==> config.mk <==
export PLATFORM = sky130hd
export DESIGN_NAME = midpoint_line_rasterizer_unit
export DESIGN_NICKNAME = d
export VERILOG_FILES = /design/src/rtl/mlr_pkg.sv /design/src/rtl/mlr_front.sv /design/src/rtl/mlr_fifo.sv /design/src/rtl/mlr_back.sv /design/src/rtl/midpoint_line_rasterizer_unit.sv
export VERILOG_INCLUDE_DIRS = /design/src /design/src/rtl
export SDC_FILE = /design/constraint.sdc
export NUM_CORES = 1
export LEC_CHECK = 0
export ABC_AREA = 1
export BUFFER_PORTS_ARGS = -buffer_cell sky130_fd_sc_hd__buf_2
export CAP_MARGIN = 20
export CORE_ASPECT_RATIO = 0.6
export CORE_UTILIZATION = 40
export CTS_CLUSTER_DIAMETER = 40
export DETAILED_ROUTE_END_ITERATION = 10
export PLACE_DENSITY = 0.64
export SETUP_SLACK_MARGIN = 0.2
export SKIP_CTS_REPAIR_TIMING = 1
export SYNTH_ARGS = -nofsm -noshare
export SYNTH_HDL_FRONTEND = slang
export SYNTH_SLANG_ARGS = --single-unit
==> constraint.sdc <==
create_clock -name clk -period 13.62 [get_ports clk]
set_input_delay 2.724 -clock clk [delete_from_list [all_inputs] [get_ports clk]]
set_output_delay 2.724 -clock clk [all_outputs]
set_load 0.05 [all_outputs]
==> src/rtl/midpoint_line_rasterizer_unit_assert.svh <==
// Assertion macros shared by the midpoint line rasterizer RTL.
// Needs signals named clk and rst_n in the module that uses them.
`ifndef MIDPOINT_LINE_RASTERIZER_UNIT_ASSERT_SVH
`define MIDPOINT_LINE_RASTERIZER_UNIT_ASSERT_SVH
`ifndef SYNTHESIS
`define MLR_ASSERT_NOW(lbl, ante, cons) \
  lbl: assert property (@(posedge clk) disable iff (!rst_n) (ante) |-> (cons)) \
    else $error("midpoint line rasterizer assertion failed");
`define MLR_ASSERT_NEXT(lbl, ante, cons) \
  lbl: assert property (@(posedge clk) disable iff (!rst_n) (ante) |=> (cons)) \
    else $error("midpoint line rasterizer assertion failed");
`else
`define MLR_ASSERT_NOW(lbl, ante, cons)
`define MLR_ASSERT_NEXT(lbl, ante, cons)
`endif
`endif

==> src/rtl/mlr_pkg.sv <==
// Shared types and constants for the midpoint line rasterizer.
// No dependencies.
`default_nettype none
package mlr_pkg;

  typedef enum logic {
    OP_LOAD = 1'b0,
    OP_NEXT = 1'b1
  } op_t;

  localparam int COLOR_BITS = 8;

endpackage
`default_nettype wire

==> src/rtl/mlr_front.sv <==
// Front end: classifies incoming words and prepares line setup for the queue.
// Depends on mlr_pkg.
`default_nettype none
module mlr_front #(
  parameter int COORD_BITS = 12,
  parameter int IN_W       = 56,
  parameter int ENTRY_W    = 71
) (
  input  wire logic [IN_W-1:0]    in_tdata,
  input  wire logic               in_tuser,
  output logic      [ENTRY_W-1:0] entry
);
  import mlr_pkg::*;

  localparam int C = COORD_BITS;

  logic [C-1:0]          s_row, s_col, e_row, e_col;
  logic [COLOR_BITS-1:0] color;
  logic [C:0]            dr, dc, adr_full, adc_full, minor, dmin;
  logic [C-1:0]          adr, adc, dmaj, r0, c0, major_end;
  logic                  row_major, swap;
  op_t                   op;

  always_comb begin
    s_row = in_tdata[C-1:0];
    s_col = in_tdata[2*C-1:C];
    e_row = in_tdata[3*C-1:2*C];
    e_col = in_tdata[4*C-1:3*C];
    color = in_tdata[4*C+COLOR_BITS-1:4*C];
    op    = op_t'(in_tuser);

    dr = {1'b0, e_row} - {1'b0, s_row};
    dc = {1'b0, e_col} - {1'b0, s_col};
    adr_full = dr[C] ? (~dr + 1'b1) : dr;
    adc_full = dc[C] ? (~dc + 1'b1) : dc;
    adr = adr_full[C-1:0];
    adc = adc_full[C-1:0];

    row_major = adr > adc;
    swap      = row_major ? dr[C] : dc[C];

    r0 = swap ? e_row : s_row;
    c0 = swap ? e_col : s_col;
    if (row_major) begin
      major_end = swap ? s_row : e_row;
      dmaj      = adr;
      minor     = dc;
    end else begin
      major_end = swap ? s_col : e_col;
      dmaj      = adc;
      minor     = dr;
    end
    dmin = swap ? (~minor + 1'b1) : minor;

    entry = ENTRY_W'({color, row_major, dmin, dmaj, major_end, c0, r0, op});
  end

endmodule
`default_nettype wire

==> src/rtl/mlr_fifo.sv <==
// Small register queue that decouples the front end from the stepping engine.
// No package dependencies; uses the shared assertion macros.
`default_nettype none
`include "midpoint_line_rasterizer_unit_assert.svh"
module mlr_fifo #(
  parameter int WIDTH = 71,
  parameter int DEPTH = 2
) (
  input  wire logic             clk,
  input  wire logic             rst_n,
  input  wire logic             push,
  input  wire logic [WIDTH-1:0] push_data,
  output logic                  push_ready,
  input  wire logic             pop,
  output logic                  pop_valid,
  output logic      [WIDTH-1:0] pop_data
);

  localparam int PTR_W = (DEPTH > 1) ? $clog2(DEPTH) : 1;
  localparam int CNT_W = $clog2(DEPTH + 1);

  logic [WIDTH-1:0] slots_r [DEPTH];
  logic [PTR_W-1:0] wr_ptr_r, wr_ptr_nxt, rd_ptr_r, rd_ptr_nxt;
  logic [CNT_W-1:0] cnt_r, cnt_nxt;
  logic             do_push, do_pop;

  always_comb begin
    push_ready = cnt_r != CNT_W'(DEPTH);
    pop_valid  = cnt_r != '0;
    pop_data   = slots_r[rd_ptr_r];
    do_push    = push && push_ready;
    do_pop     = pop && pop_valid;

    wr_ptr_nxt = wr_ptr_r;
    rd_ptr_nxt = rd_ptr_r;
    if (do_push) begin
      wr_ptr_nxt = (wr_ptr_r == PTR_W'(DEPTH - 1)) ? '0 : wr_ptr_r + 1'b1;
    end
    if (do_pop) begin
      rd_ptr_nxt = (rd_ptr_r == PTR_W'(DEPTH - 1)) ? '0 : rd_ptr_r + 1'b1;
    end
    cnt_nxt = cnt_r + CNT_W'(do_push) - CNT_W'(do_pop);
  end

  always_ff @(posedge clk) begin
    if (!rst_n) begin
      wr_ptr_r <= '0;
      rd_ptr_r <= '0;
      cnt_r    <= '0;
    end else begin
      wr_ptr_r <= wr_ptr_nxt;
      rd_ptr_r <= rd_ptr_nxt;
      cnt_r    <= cnt_nxt;
    end
  end

  always_ff @(posedge clk) begin
    if (do_push) begin
      slots_r[wr_ptr_r] <= push_data;
    end
  end

  `MLR_ASSERT_NOW(a_cnt_bound, 1'b1, cnt_r <= CNT_W'(DEPTH))
  `MLR_ASSERT_NEXT(a_cnt_track, do_push && !do_pop, cnt_r == $past(cnt_r) + 1'b1)

endmodule
`default_nettype wire

==> src/rtl/mlr_back.sv <==
// Stepping engine: loads line setup, steps the decision value, drives the
// output register. Depends on mlr_pkg and the shared assertion macros.
`default_nettype none
`include "midpoint_line_rasterizer_unit_assert.svh"
module mlr_back #(
  parameter int COORD_BITS = 12,
  parameter int ENTRY_W    = 71,
  parameter int OUT_W      = 32
) (
  input  wire logic               clk,
  input  wire logic               rst_n,
  input  wire logic               q_valid,
  input  wire logic [ENTRY_W-1:0] q_data,
  output logic                    q_pop,
  output logic                    out_tvalid,
  input  wire logic               out_tready,
  output logic      [OUT_W-1:0]   out_tdata,
  output logic                    out_tlast
);
  import mlr_pkg::*;

  localparam int C  = COORD_BITS;
  localparam int DW = COORD_BITS + 5;

  op_t                   h_op;
  logic [C-1:0]          h_r0, h_c0, h_end, h_dmaj;
  logic [C:0]            h_dmin;
  logic                  h_row_major;
  logic [COLOR_BITS-1:0] h_color;
  logic [DW-1:0]         dmin_x, dmaj_x, dmin2;

  logic [C-1:0]          cur_row_r, cur_row_nxt, cur_col_r, cur_col_nxt;
  logic [C-1:0]          major_end_r, major_end_nxt;
  logic [DW-1:0]         decision_r, decision_nxt;
  logic [DW-1:0]         step_straight_r, step_straight_nxt;
  logic [DW-1:0]         step_diag_up_r, step_diag_up_nxt;
  logic [DW-1:0]         step_diag_down_r, step_diag_down_nxt;
  logic                  row_major_r, row_major_nxt;
  logic                  slope_negative_r, slope_negative_nxt;
  logic [COLOR_BITS-1:0] line_color_r, line_color_nxt;
  logic                  busy_r, busy_nxt;

  logic                  out_valid_r, out_valid_nxt;
  logic [C-1:0]          out_row_r, out_row_nxt, out_col_r, out_col_nxt;
  logic [COLOR_BITS-1:0] out_color_r, out_color_nxt;
  logic                  out_last_r, out_last_nxt;

  logic                  can_emit, emit, is_last, dec_le0, minor_up, minor_dn;
  logic [C-1:0]          minor_cur, minor_next;

  always_comb begin
    h_op        = op_t'(q_data[0]);
    h_r0        = q_data[C:1];
    h_c0        = q_data[2*C:C+1];
    h_end       = q_data[3*C:2*C+1];
    h_dmaj      = q_data[4*C:3*C+1];
    h_dmin      = q_data[5*C+1:4*C+1];
    h_row_major = q_data[5*C+2];
    h_color     = q_data[5*C+2+COLOR_BITS:5*C+3];

    dmin_x = {{(DW-C-1){h_dmin[C]}}, h_dmin};
    dmaj_x = {{(DW-C){1'b0}}, h_dmaj};
    dmin2  = {dmin_x[DW-2:0], 1'b0};

    can_emit = !out_valid_r || out_tready;
    q_pop    = q_valid && (h_op == OP_LOAD || can_emit);
    emit     = q_pop && h_op == OP_NEXT && busy_r;
    is_last  = (row_major_r ? cur_row_r : cur_col_r) == major_end_r;

    dec_le0  = decision_r[DW-1] || decision_r == '0;
    minor_up = !slope_negative_r && !dec_le0;
    minor_dn = slope_negative_r && dec_le0;
    minor_cur = row_major_r ? cur_col_r : cur_row_r;
    if (minor_up) begin
      minor_next = minor_cur + 1'b1;
    end else if (minor_dn) begin
      minor_next = minor_cur - 1'b1;
    end else begin
      minor_next = minor_cur;
    end

    cur_row_nxt        = cur_row_r;
    cur_col_nxt        = cur_col_r;
    major_end_nxt      = major_end_r;
    decision_nxt       = decision_r;
    step_straight_nxt  = step_straight_r;
    step_diag_up_nxt   = step_diag_up_r;
    step_diag_down_nxt = step_diag_down_r;
    row_major_nxt      = row_major_r;
    slope_negative_nxt = slope_negative_r;
    line_color_nxt     = line_color_r;
    busy_nxt           = busy_r;

    out_valid_nxt = out_valid_r && !out_tready;
    out_row_nxt   = out_row_r;
    out_col_nxt   = out_col_r;
    out_color_nxt = out_color_r;
    out_last_nxt  = out_last_r;

    if (q_pop && h_op == OP_LOAD) begin
      cur_row_nxt        = h_r0;
      cur_col_nxt        = h_c0;
      major_end_nxt      = h_end;
      slope_negative_nxt = h_dmin[C];
      decision_nxt       = h_dmin[C] ? dmin2 + dmaj_x : dmin2 - dmaj_x;
      step_straight_nxt  = dmin2;
      step_diag_up_nxt   = {dmin_x[DW-2:0] - dmaj_x[DW-2:0], 1'b0};
      step_diag_down_nxt = {dmin_x[DW-2:0] + dmaj_x[DW-2:0], 1'b0};
      row_major_nxt      = h_row_major;
      line_color_nxt     = h_color;
      busy_nxt           = 1'b1;
    end else if (emit) begin
      out_valid_nxt = 1'b1;
      out_row_nxt   = cur_row_r;
      out_col_nxt   = cur_col_r;
      out_color_nxt = line_color_r;
      out_last_nxt  = is_last;
      if (is_last) begin
        busy_nxt = 1'b0;
      end else begin
        if (minor_up) begin
          decision_nxt = decision_r + step_diag_up_r;
        end else if (minor_dn) begin
          decision_nxt = decision_r + step_diag_down_r;
        end else begin
          decision_nxt = decision_r + step_straight_r;
        end
        if (row_major_r) begin
          cur_row_nxt = cur_row_r + 1'b1;
          cur_col_nxt = minor_next;
        end else begin
          cur_col_nxt = cur_col_r + 1'b1;
          cur_row_nxt = minor_next;
        end
      end
    end

    out_tvalid = out_valid_r;
    out_tdata  = OUT_W'({out_color_r, out_col_r, out_row_r});
    out_tlast  = out_last_r;
  end

  always_ff @(posedge clk) begin
    if (!rst_n) begin
      busy_r      <= 1'b0;
      out_valid_r <= 1'b0;
    end else begin
      busy_r      <= busy_nxt;
      out_valid_r <= out_valid_nxt;
    end
  end

  always_ff @(posedge clk) begin
    cur_row_r        <= cur_row_nxt;
    cur_col_r        <= cur_col_nxt;
    major_end_r      <= major_end_nxt;
    decision_r       <= decision_nxt;
    step_straight_r  <= step_straight_nxt;
    step_diag_up_r   <= step_diag_up_nxt;
    step_diag_down_r <= step_diag_down_nxt;
    row_major_r      <= row_major_nxt;
    slope_negative_r <= slope_negative_nxt;
    line_color_r     <= line_color_nxt;
    out_row_r        <= out_row_nxt;
    out_col_r        <= out_col_nxt;
    out_color_r      <= out_color_nxt;
    out_last_r       <= out_last_nxt;
  end

  `MLR_ASSERT_NEXT(a_last_idles, emit && is_last, !busy_r && out_valid_r && out_last_r)
  `MLR_ASSERT_NOW(a_emit_needs_busy, $rose(out_valid_r), $past(busy_r))

endmodule
`default_nettype wire

==> src/rtl/midpoint_line_rasterizer_unit.sv <==
// A next word enters a queue slot; the stepping engine then pops it into the output register.
// Throughput: one input word per cycle while out_tready is high, set by the decision add and
// compare in the stepping engine; a two-entry queue lets front and back stall on their own.
// Reset: synchronous active-low rst_n empties the queue, clears the output valid flag and
// leaves the block idle with no line loaded.
`default_nettype none
module midpoint_line_rasterizer_unit #(
  parameter int COORD_BITS = 12
) (
  input  wire logic                clk,
  input  wire logic                rst_n,
  input  wire logic                in_tvalid,
  output logic                     in_tready,
  // start_row, start_col, end_row, end_col, draw_color, zero pad
  input  wire logic [((4*COORD_BITS+8+7)/8)*8-1:0] in_tdata,
  // op
  input  wire logic                in_tuser,
  output logic                     out_tvalid,
  input  wire logic                out_tready,
  // pixel_row, pixel_col, pixel_color, zero pad
  output logic [((2*COORD_BITS+8+7)/8)*8-1:0] out_tdata,
  output logic                     out_tlast
);

  localparam int IN_W    = ((4*COORD_BITS+8+7)/8)*8;
  localparam int OUT_W   = ((2*COORD_BITS+8+7)/8)*8;
  localparam int ENTRY_W = 5*COORD_BITS + 11;
  localparam int Q_DEPTH = 2;

  logic [ENTRY_W-1:0] entry, q_data;
  logic               q_valid, q_pop, q_ready;

  assign in_tready = q_ready;

  mlr_front #(
    .COORD_BITS(COORD_BITS),
    .IN_W      (IN_W),
    .ENTRY_W   (ENTRY_W)
  ) u_front (
    .in_tdata(in_tdata),
    .in_tuser(in_tuser),
    .entry   (entry)
  );

  mlr_fifo #(
    .WIDTH(ENTRY_W),
    .DEPTH(Q_DEPTH)
  ) u_fifo (
    .clk       (clk),
    .rst_n     (rst_n),
    .push      (in_tvalid),
    .push_data (entry),
    .push_ready(q_ready),
    .pop       (q_pop),
    .pop_valid (q_valid),
    .pop_data  (q_data)
  );

  mlr_back #(
    .COORD_BITS(COORD_BITS),
    .ENTRY_W   (ENTRY_W),
    .OUT_W     (OUT_W)
  ) u_back (
    .clk       (clk),
    .rst_n     (rst_n),
    .q_valid   (q_valid),
    .q_data    (q_data),
    .q_pop     (q_pop),
    .out_tvalid(out_tvalid),
    .out_tready(out_tready),
    .out_tdata (out_tdata),
    .out_tlast (out_tlast)
  );

endmodule
`default_nettype wire
==> impl_metrics.env <==
export IMPL_combPwrFrac_pct=54.8
export IMPL_clk_pin_slew_ps=60
export IMPL_layout_commonest_cell="nand2_1"
export IMPL_ys_ff_latch=284
export IMPL_cp_slowest_cell="o21ai_0"
export IMPL_max_slew_worst_pin_slew_ps=1084
export IMPL_synth_top_area_cell="edfxtp_1"
export IMPL_arrival_ps=8220
export IMPL_clk_latency_ps=540
export IMPL_grt_pass1_wl_um=80540
export IMPL_synth_cell_types=55
export IMPL_pwr_share_clk_pct=16.7
export IMPL_fmax_mhz=124.8
export IMPL_maxCapViolCount=0
export IMPL_dieArea_um2=46520
export IMPL_synthArstFlopShare_pct=0
export IMPL_yosysSeqAreaShare_pct=46.34
export IMPL_slew_headroom_pct=27.76
export IMPL_netlist_area_leader_share_pct=45.57
export IMPL_switching_share_pct=47.96
export IMPL_seq_power_share_pct=28.5
export IMPL_whs_ps=421.8
export IMPL_cts_buffer_depth=3
export IMPL_grt_overflow=0
export IMPL_path_class="in2reg"
export IMPL_initial_utilization_pct=40.66
export IMPL_path_buf_inv=6
export IMPL_rsz0062_at_grt="no"
export IMPL_ant_nets=0
export IMPL_dp_cells=2810
export IMPL_die_h_um=167.5
export IMPL_netlist_instances=2180
export IMPL_period_needed_ps=8011
export IMPL_vdd_ir_drop_max_v=0.0001024
export IMPL_mostFrequentLayoutCells="nand2_1 (682), edfxtp_1 (277), inv_1 (213)"
export IMPL_cellLeakagePower_nw=9.109
export IMPL_coreArea_um2=44890
export IMPL_num_antenna_cells=0
export IMPL_nets=2436
export IMPL_cts_root_buf="clkbuf_16"
export IMPL_finalSetupTns_ps=0
export IMPL_skew_ps=15.16
export IMPL_drtIter0Drc=1600
export IMPL_cts_buffers=39
export IMPL_cts_htree_levels=2
export IMPL_dp_hpwl_um=39250
export IMPL_syn_avg_cell_area_um2=8.373
export IMPL_vias_per_cell=5.300
export IMPL_cts_sinks=284
export IMPL_dieWidth_um=277.8
export IMPL_dr_pass1_iters=6
export IMPL_wl_per_cell_um=18.12
export IMPL_synth_area_um2=18250
export IMPL_crit_path_start_kind="primary input"
export IMPL_worstPathCellList="buf_2 -> inv_1 -> ha_1 -> nand2_1 -> inv_1 -> a21oi_1 -> nand2_1 -> a21oi_2 -> buf_4 -> inv_1 -> nor2_1 -> xor2_1 -> ha_1 -> a21oi_1 -> nand2_1 -> nand2_2 -> nand3_4 -> nand2_4 -> inv_2 -> nand2_1 -> nand2_4 -> o21ai_0"
export IMPL_grt_max_degree=83
export IMPL_p_int_w=0.003051
export IMPL_cp_common_cell="nand2_1"
export IMPL_crit_required_ps=13830
export IMPL_min_path_type="reg2reg"
export IMPL_cp_top_family="simple AND/OR/NAND/NOR gates"
export IMPL_synth_fp_nets=2354
export IMPL_via_count=15268
export IMPL_finalCritPeriodShare_pct=58.81
export IMPL_fillCellCount=4374
export IMPL_setup_viol=0
export IMPL_rrSetupSlack_ps=8680
export IMPL_crit_path_end_kind="flop"
export IMPL_grt_pass1_vias=13936
export IMPL_yosys_warnings=0
export IMPL_synth_edff_count=277
export IMPL_layout_drive_gt1_share_pct=11.95
export IMPL_wl_um=52210
export IMPL_p_sw_w=0.002812
export IMPL_critPathMaxFanout=82
export IMPL_layout_cells_non_filler=2881
export IMPL_pin_count=96
export IMPL_max_stage_delay_ps=910
export IMPL_track_usage_pct=22.31
export IMPL_synthToLayoutAreaGrowth_pct=12.31
export IMPL_hold_viol=0
export IMPL_synth_main_ff_cell="edfxtp_1"
export IMPL_synth_area_leaders="edfxtp_1 (46%), nand2_1 (14%), ha_1 (7.3%), inv_1 (4.4%), o21ai_0 (4.0%)"
export IMPL_power_density_nw_per_um2=286.0
export IMPL_portBuffers=95
export IMPL_maxSlewViolCount=0
export IMPL_status="finished, final reports clean"
export IMPL_antenna_found_initial=0
export IMPL_post_route_drc_count=0
export IMPL_cts_tree="yes"
export IMPL_gp_congestion=0.9621
export IMPL_num_rows=60
==> synth_stat cells, types with 8 or more instances <==
cell / n
nand2_1: 682
edfxtp_1: 277
inv_1: 214
o21ai_0: 145
nor2_1: 120
a21oi_1: 119
nand3_1: 111
ha_1: 106
xor2_1: 68
o21ai_1: 37
clkbuf_1: 32
inv_2: 24
nand4_1: 24
or2_2: 22
nand2_2: 20
nor3_1: 20
buf_2: 17
xnor2_1: 12
o22ai_1: 11
o211ai_1: 8
o21ai_2: 8
==> power groups by stage <==
stage                     logic (W)  registers, W  clock network, W
final                       0.00321       0.00167          0.000979
after global placement      0.00309       0.00168                 0
after detailed placement    0.00315       0.00169                 0
after CTS                   0.00316       0.00167          0.000998
after global routing        0.00361       0.00170           0.00103
after floorplan             0.00231       0.00166                 0
==> logic make-up (layout without fill, tap and decap cells) <==
logic type / after synthesis / after routing / synth area share, %
xor+xnor: 82 / 82 / 4.017
simple gates: 1031 / 1031 / 23.93
fa+ha+maj: 113 / 113 / 8.033
flops: 284 / 284 / 46.34
mux: 1 / 1 / 0.06169
buf+inv: 306 / 418 / 6.820
compound gates: 363 / 363 / 10.80
==> stage by stage <==
step | worst slack [ps] | area [um^2] | utilization, % | power [W]
after floorplan | 4710 | 18250 | - | 0.003971
after global placement | 5319 | 19250 | 42.87 | 0.004767
after detailed placement | 5203 | 19250 | 42.87 | 0.004834
after CTS | 5763 | 20500 | 45.67 | 0.005828
after global routing | 5270 | 20500 | 45.67 | 0.006341
final | 5609 | 20500 | 45.67 | 0.005863
==> per-layer routing <==
metal / vias to the layer above / track usage [%] / wire length, um
li1: 7462 / - / -
met5: - / 0 / 0
met2: 615 / 28.65 / 19170
met1: 7116 / 37.15 / 27100
met4: 0 / 5.597 / 1145
met3: 75 / 3.823 / 4797
==> layout make-up <==
type / count / area, um^2 / area share (%)
multi-input cells: 1590 / 8582 / 41.86
well taps: 589 / 737.0 / 3.595
clock buffers: 48 / 1040 / 5.072
inverters: 240 / 902.1 / 4.400
clock inverters: 23 / 215.2 / 1.050
repair buffers: 107 / 565.5 / 2.759
flip-flops and latches: 284 / 8459 / 41.26
==> state kept, by name, summed over array words and instances (netlist names), 2 cells and up, named ones only <==
signal,count
u_back.out_col_r,12
u_back.major_end_r,12
u_back.step_diag_down_r,13
u_back.cur_row_r,12
u_back.step_diag_up_r,14
u_back.step_straight_r,12
u_back.out_row_r,12
u_back.cur_col_r,12
u_back.decision_r,17
u_back.out_color_r,8
u_fifo.cnt_r,2
u_fifo.slots_r,142
u_back.line_color_r,8
==> final timing paths <==
kind	from	endpoint	cells past startpoint
worst max-delay path	in_tdata[18]	u_fifo.slots_r[0][10]	22
worst min-delay path	u_back.line_color_r[3]	u_back.out_color_r[3]	0
worst max register to register	u_back.decision_r[2]	u_back.decision_r[13]	21
worst min register to register	u_back.line_color_r[3]	u_back.out_color_r[3]	0
Note: power is estimated with default switching activity, not from simulation.
